`config.mk`:
```
export PLATFORM = sky130hd
export DESIGN_NAME = okvl_cell
export DESIGN_NICKNAME = d
export VERILOG_FILES = /design/src/design/okvl_pkg.sv /design/src/design/okvl_cell.sv
export SDC_FILE = /design/constraint.sdc
export NUM_CORES = 1
export LEC_CHECK = 0
export BUFFER_PORTS_ARGS = -buffer_cell sky130_fd_sc_hd__buf_4
export CAP_MARGIN = 40
export CORE_AREA = 2 2 113 115
export DETAILED_ROUTE_END_ITERATION = 6
export DIE_AREA = 0 0 115 117
export HOLD_SLACK_MARGIN = 0.03
export RECOVER_POWER = 50
export SYNTH_ARGS = -nofsm -noshare
export SYNTH_HDL_FRONTEND = slang
export SYNTH_SLANG_ARGS = --single-unit
```
`constraint.sdc`:
```
create_clock -name clk -period 2.74 [get_ports clk]
set_clock_uncertainty 0.2 [all_clocks]
set_input_delay 0.137 -clock clk [delete_from_list [all_inputs] [get_ports clk]]
set_output_delay 0.137 -clock clk [all_outputs]
set_load 0.01 [all_outputs]
```
`src/design/okvl_pkg.sv`:
```
// ----------------------------------------------------------------------------
// okvl_pkg
// Shared codes and types for the ordered key/value list unit.
// ----------------------------------------------------------------------------
package okvl_pkg;

  localparam int OP_W     = 3;
  localparam int KEY_W    = 32;
  localparam int ST_W     = 3;
  localparam int POS_W    = 6;
  localparam int COUNT_OW = 6;

  // Operation codes; code 7 is a no-op and has no member
  typedef enum logic [OP_W-1:0] {
    OP_INS_FRONT = 3'd0,
    OP_INS_BACK  = 3'd1,
    OP_INS_POS   = 3'd2,
    OP_REM_FRONT = 3'd3,
    OP_REM_BACK  = 3'd4,
    OP_REM_POS   = 3'd5,
    OP_FIND      = 3'd6
  } op_t;

  // Result status codes
  localparam logic [ST_W-1:0] ST_OK     = 3'd0;
  localparam logic [ST_W-1:0] ST_FULL   = 3'd1;
  localparam logic [ST_W-1:0] ST_EMPTY  = 3'd2;
  localparam logic [ST_W-1:0] ST_DUP    = 3'd3;
  localparam logic [ST_W-1:0] ST_BADPOS = 3'd4;
  localparam logic [ST_W-1:0] ST_MISS   = 3'd5;

  // Per-cell update command
  typedef enum logic [1:0] {
    CELL_HOLD,
    CELL_LOAD,
    CELL_FROM_LEFT,
    CELL_FROM_RIGHT
  } cell_op_t;

  typedef struct packed {
    cell_op_t op;
  } cell_ctrl_t;

endpackage

```
`src/design/okvl_cell.sv`:
```
// ----------------------------------------------------------------------------
// okvl_cell
// One list slot: holds a key/value pair, compares its key against the
// broadcast key and loads new data or a neighbor's pair on command.
// ----------------------------------------------------------------------------
module okvl_cell import okvl_pkg::*; #(
  parameter int DATA_WIDTH = 32
) (
  input  logic                  clk,
  input  cell_ctrl_t            ctrl,
  input  logic [DATA_WIDTH-1:0] cmp_key,
  input  logic [DATA_WIDTH-1:0] new_key,
  input  logic [DATA_WIDTH-1:0] new_val,
  input  logic [DATA_WIDTH-1:0] left_key,
  input  logic [DATA_WIDTH-1:0] left_val,
  input  logic [DATA_WIDTH-1:0] right_key,
  input  logic [DATA_WIDTH-1:0] right_val,
  output logic [DATA_WIDTH-1:0] key,
  output logic [DATA_WIDTH-1:0] val,
  output logic                  hit
);

  logic [DATA_WIDTH-1:0] key_r, key_nxt;
  logic [DATA_WIDTH-1:0] val_r, val_nxt;

  // Select the next pair for this slot
  always_comb begin
    key_nxt = key_r;
    val_nxt = val_r;
    case (ctrl.op)
      CELL_HOLD: begin
        key_nxt = key_r;
        val_nxt = val_r;
      end
      CELL_LOAD: begin
        key_nxt = new_key;
        val_nxt = new_val;
      end
      CELL_FROM_LEFT: begin
        key_nxt = left_key;
        val_nxt = left_val;
      end
      CELL_FROM_RIGHT: begin
        key_nxt = right_key;
        val_nxt = right_val;
      end
      default: begin
        key_nxt = key_r;
        val_nxt = val_r;
      end
    endcase
  end

  // Hold the pair; no reset, occupancy is tracked by the list count
  always_ff @(posedge clk) begin
    key_r <= key_nxt;
    val_r <= val_nxt;
  end

  assign key = key_r;
  assign val = val_r;
  assign hit = (key_r == cmp_key);

endmodule

```
==> results of run 1 <==
## area by class of cell
cell class	instances	share of cell area
Multi-Input combinational cell	236	0.2219
Sequential cell	64	0.2739
Clock inverter	4	0.006599
Tap cell	150	0.02675
Clock buffer	11	0.03317
Timing Repair Buffer	404	0.4377
## metrics by stage
step	util	power, mW	instance area (sq um)	hold WS [ns]
4_1_cts	0.5887	3.331	7248	0.03054
3_3_place_gp	0.4783	2.076	5888	0.2557
2_1_floorplan	-	1.587	3631	0.1620
3_5_place_dp	0.4783	2.085	5888	0.2662
5_1_grt	0.5698	3.364	7015	0.03976
6_report	0.5698	3.202	7015	0.02213
## where the power goes
| group | total [mW] | internal, mW | switching, mW |
|---|---|---|---|
| Sequential | 1.27 | 1.22 | 0.0540 |
| Combinational | 0.860 | 0.495 | 0.365 |
| Clock | 1.07 | 0.693 | 0.377 |
| Total | 3.20 | 2.41 | 0.796 |
## routing by layer
metal,GRT usage,part of all wire,vias up
li1,-,-,1955
met1,0.1756,0.33,1808
met2,0.3647,0.54,206
met3,0.06437,0.096,31
met4,0.08675,0.037,0
met5,0,0,-
## synthesized netlist by cell type
cell,number,area [sq um]
edfxtp_1,64,1922
or2_1,1,6.260
mux2i_1,64,640.6
buf_4,2,15.01
buf_2,4,20.02
nor2_1,65,244.0
buf_8,5,75.07
buf_6,1,11.26
a21oi_1,64,320.3
nor4_1,8,50.05
clkbuf_1,9,33.78
xor2_1,32,280.3
nand4_1,2,12.51
## placed cells by master (no fill, tap or decap)
cell type / count
mux2i_1: 64
clkinvlp_4: 1
clkinv_1: 1
bufinv_16: 1
xor2_1: 32
nand4_1: 2
nor4_1: 8
buf_4: 234
clkbuf_16: 9
clkbuf_1: 64
a21oi_1: 64
or2_4: 1
dlygate4sd3_1: 108
nor2_1: 65
clkinv_2: 1
edfxtp_1: 64
## sequential cells by signal (all words and copies together), names as in the netlist
register,cells
key,32
val,32
## cell families after synthesis
kind of cell    count (synthesis)  share of synthesized area
xor+xnor                       32                    0.07719
simple gates                   76                    0.08615
compound gates                 64                    0.08822
buf+inv                        21                    0.04273
flops                          64                     0.5293
mux                            64                     0.1764
## critical path, stage by stage
cell and delay, ns:
clkbuf_1 0.69, buf_4 0.58, a21oi_1 0.13, dlygate4sd3_1 0.60
## how the worst min path moves through the flow
stage,end,cells past startpoint,start,slack [ns]
2_1_floorplan,key[27],2,new_key[27],0.16
3_3_place_gp,val[26],3,new_val[26],0.26
3_5_place_dp,val[30],3,new_val[30],0.27
4_1_cts,key[30],3,new_key[30],0.03
5_1_grt,val[12],3,new_val[12],0.04
6_report,key[23],3,new_key[23],0.02
==> flow_metrics.env, run 1 <==
export IMPL_drive_above_1_share=0.3435
export IMPL_post_route_drc_count=0
export IMPL_hp_class="in2reg"
export IMPL_ir_drop_mv=0.2648
export IMPL_relSlewSlack=0.3611
export IMPL_die_h_microns=117
export IMPL_drtPass1Iterations=4
export IMPL_grt_pass1_wl_microns=18990
export IMPL_cts_tree="yes"
export IMPL_avgRoutedWirePerCell_microns=15.22
export IMPL_grt_max_degree=58
export IMPL_num_vias=4000
export IMPL_worst_slew_pin_slew_ns=0.9583
export IMPL_grt_usage=0.1875
export IMPL_cts_resized=0
export IMPL_crit_type="in2reg"
export IMPL_ys_ff_latch=64
export IMPL_cp_start_kind="primary input"
export IMPL_die_x_microns=115
export IMPL_synth_cells=321
export IMPL_antenna_cells=0
export IMPL_avgSynthCellArea_sq_um=11.31
export IMPL_p_per_area_nw_per_um2=456.5
export IMPL_hold_viol=0
export IMPL_cts_setup_buffers=0
export IMPL_drv_slew=0
export IMPL_ios=292
export IMPL_period_needed_ns=2.333
export IMPL_routed_wl_microns=13230
export IMPL_dp_hpwl_microns=9749
export IMPL_grt_pass1_vias=3946
export IMPL_grt_ovfl_total=0
export IMPL_htree_levels=3
export IMPL_cp_endpoint="key[20]"
export IMPL_multiInputGateArea_sq_um=1556
export IMPL_rsz0062_at_grt="false"
export IMPL_hold_buffers=108
export IMPL_clock_path_buffers=2
export IMPL_ys_warn_count=0
export IMPL_ctsRootBufferMaster="clkbuf_16"
export IMPL_nFillCells=1125
export IMPL_min_period_over_period=0.8514
export IMPL_dp_cells=746
export IMPL_critical_path_startpoint="ctrl[1]"
export IMPL_power_leakage_nw=3.141
export IMPL_seq_area_frac_synth=0.5293
export IMPL_finalWorstSetupSlack_ns=0.4072
export IMPL_numCtsBuffers=9
export IMPL_setup_tns_ns=0
export IMPL_antenna_found_initial=0
export IMPL_gp_congestion=0.7777
export IMPL_vias_per_cell=4.603
export IMPL_portBuffers=291
export IMPL_drv_cap=0
export IMPL_drt_iter0_drc=88
export IMPL_seq_area_sq_um=1922
export IMPL_ant_nets=0
export IMPL_finalSetupViolCount=0
export IMPL_yosysUniqueCellTypes=13
export IMPL_cp_end_kind="register"
export IMPL_cts_sinks=64
export IMPL_cp_arrival_ns=2.19
export IMPL_path_clk_slew_ns=0.05
export IMPL_fp_dieArea_sq_um=13460
export IMPL_fmax_mhz=428.7
export IMPL_core_sq_um=12310
export IMPL_initial_core_util=0.2949
export IMPL_dp_worst_setup_slack_ns=0.8023
export IMPL_synthToLayoutAreaGrowth_pct=93.21
export IMPL_num_rows=41
export IMPL_status="finished clean"
export IMPL_finalNonFillerCells=869
export IMPL_worstPathMaxFanout=57
export IMPL_critPathRequiredTime_ns=2.59
export IMPL_nets=942
export IMPL_syn_nets=548
export IMPL_netlist_area_sq_um=3631
(Power assumes the default switching activity.)
==> run 2, diff against run 1 <==
--- a/config.mk
+++ b/config.mk
@@ -7,11 +7,12 @@
 export LEC_CHECK = 0
 export BUFFER_PORTS_ARGS = -buffer_cell sky130_fd_sc_hd__buf_4
 export CAP_MARGIN = 40
-export CORE_AREA = 2 2 113 115
+export CORE_AREA = 2 2 114 116
 export DETAILED_ROUTE_END_ITERATION = 6
-export DIE_AREA = 0 0 115 117
+export DIE_AREA = 0 0 116 118
 export HOLD_SLACK_MARGIN = 0.03
 export RECOVER_POWER = 50
 export SYNTH_ARGS = -nofsm -noshare
 export SYNTH_HDL_FRONTEND = slang
 export SYNTH_SLANG_ARGS = --single-unit
+export TNS_END_PERCENT = 20
==> run 2 against run 1 <==
Against the previous run: the flow now finishes with violations (max-capacitance violations, max-slew violations); global-route usage down 0.20 points; combinational power up 6.6%; final area up 2.4%; clock power down 9%; routed wire length down 0.57%; worst setup slack better by 0.015 ns; sequential power about the same; sequential cell count unchanged; non-clock buffer count unchanged; core utilization up 0.90 points; die area up 1.7%; sequential share of layout area down 0.65 points; critical endpoint is now val[28]; largest power group unchanged.
==> flow_metrics.env, run 2 (synthesized netlist as in run 1, its figures left out) <==
export IMPL_status="complete, but fails checks"
export IMPL_violations="max-capacitance violations, max-slew violations"
export IMPL_antenna_found_initial=0
export IMPL_post_route_drc_count=0
export IMPL_dpl_cell_area_sq_um=5946
export IMPL_critPathRequiredTime_ns=2.61
export IMPL_fin_area_sq_um=7186
export IMPL_cts_tree="yes"
export IMPL_die_x_microns=116
export IMPL_drv_slew=21
export IMPL_cpPeakStageDelay_ns=0.92
export IMPL_grt_pass1_vias=4009
export IMPL_fp_dieArea_sq_um=13690
export IMPL_fmax_mhz=431.4
export IMPL_relSlewSlack=-0.03308
export IMPL_grt_pass1_wl_microns=19380
export IMPL_initial_core_util=0.2925
export IMPL_crit_path_cell_trace="clkbuf_1 -> clkbuf_2 -> mux2i_1 -> a21oi_1 -> dlygate4sd3_1"
export IMPL_clock_path_buffers=2
export IMPL_die_h_microns=118
export IMPL_crit_slowest_cell="clkbuf_2"
export IMPL_worst_slew_pin_slew_ns=1.550
export IMPL_cp_end_kind="register"
export IMPL_rsz0062_at_grt="false"
export IMPL_ios=292
export IMPL_ir_drop_mv=0.2774
export IMPL_antenna_cells=0
export IMPL_finalNonFillerCells=892
export IMPL_drtPass1Iterations=4
export IMPL_multiInputGateArea_sq_um=1554
export IMPL_worstPathMaxFanout=37
export IMPL_p_per_area_nw_per_um2=440.5
export IMPL_grt_usage=0.1855
export IMPL_grt_max_degree=129
export IMPL_path_clk_slew_ns=0.05
export IMPL_crit_type="in2reg"
export IMPL_cp_arrival_ns=2.19
export IMPL_avgRoutedWirePerCell_microns=14.74
export IMPL_hold_viol=0
export IMPL_grt_ovfl_total=0
export IMPL_cts_sinks=64
export IMPL_routed_wl_microns=13150
export IMPL_dr_wl_met3_microns=1141
export IMPL_critPathTopFamily="buffers and inverters"
export IMPL_dr_wl_met2_microns=6981
export IMPL_hold_slack_ns=0.03581
export IMPL_crit_buf_inv=3
export IMPL_numCtsBuffers=9
export IMPL_seq_area_sq_um=1922
export IMPL_cp_start_kind="primary input"
export IMPL_setup_tns_ns=0
export IMPL_period_needed_ns=2.318
export IMPL_min_period_over_period=0.8460
export IMPL_highest_layer="met4"
export IMPL_dp_cells=767
export IMPL_cts_setup_buffers=0
export IMPL_hp_class="in2reg"
export IMPL_num_vias=3965
export IMPL_drive_above_1_share=0.3917
export IMPL_synthToLayoutAreaGrowth_pct=97.90
export IMPL_finalWorstSetupSlack_ns=0.4221
export IMPL_dp_worst_setup_slack_ns=0.8536
export IMPL_dp_hpwl_microns=9626
export IMPL_wl_met1_microns=4577
export IMPL_power_leakage_nw=3.278
export IMPL_nets=942
export IMPL_vias_per_cell=4.445
export IMPL_finalSetupViolCount=0
export IMPL_core_sq_um=12410
export IMPL_layout_common_cells="269 x buf_4, 109 x dlygate4sd3_1, 65 x nor2_1"
export IMPL_gp_congestion=0.7833
export IMPL_drt_iter0_drc=129
export IMPL_num_rows=41
export IMPL_htree_levels=3
export IMPL_ant_nets=0
export IMPL_drv_cap=1
export IMPL_nFillCells=1100
export IMPL_portBuffers=291
export IMPL_ctsRootBufferMaster="clkbuf_16"
export IMPL_final_common_cell="buf_4"
run 2: cell types whose count changed in the layout (fill, tap and decap cells not counted):
cell and delta:
clkbuf_1 -36, buf_4 +35, buf_12 +2, clkbuf_2 +2, bufinv_16 -1, clkinv_2 -1, clkinvlp_4 -1, dlygate4sd3_1 +1
or2_0 +1, or2_4 -1
run 2: layer usage:
metal	global-route usage	vias to the layer above
met3	0.05149	29
li1	-	1961
met4	0.09003	0
met2	0.3483	187
met1	0.1825	1788
met5	0	-
run 2: stage by stage:
| stage | utilization | power [mW] |
|---|---|---|
| 2_1_floorplan | - | 1.587 |
| 3_3_place_gp | 0.4789 | 2.075 |
| 3_5_place_dp | 0.4789 | 2.087 |
| 4_1_cts | 0.5871 | 3.233 |
| 5_1_grt | 0.5788 | 3.320 |
| 6_report | 0.5788 | 3.165 |
run 2: worst min-delay path, cell delays in order:
cell     delay, ns
buf_4         0.08
mux2i_1       0.06
a21oi_1       0.15
run 2: layout make-up:
| cell class | instances | share of cell area |
|---|---|---|
| repair buffers | 404 | 0.4513 |
| flip-flops and latches | 64 | 0.2675 |
| multi-input cells | 236 | 0.2163 |
| clock buffers | 15 | 0.03448 |
| well taps | 172 | 0.02995 |
| clock inverters | 1 | 0.0005224 |
run 2: where the power goes:
part,internal [mW],switching [mW],total [mW]
logic,0.554,0.363,0.917
clock network,0.610,0.365,0.975
registers,1.22,0.0542,1.27
total,2.38,0.782,3.17
run 2: worst paths after layout:
check / startpoint / end / cells past startpoint
setup / recovery: ctrl[0] / val[28] / 5
hold / removal: left_val[0] / val[0] / 3
run 2: repair_timing:
item / 4_1_cts / 5_1_grt
endpoints found under the hold margin: 61 / 0
hold buffers: 109 / 0
resized for setup: 0 / 0
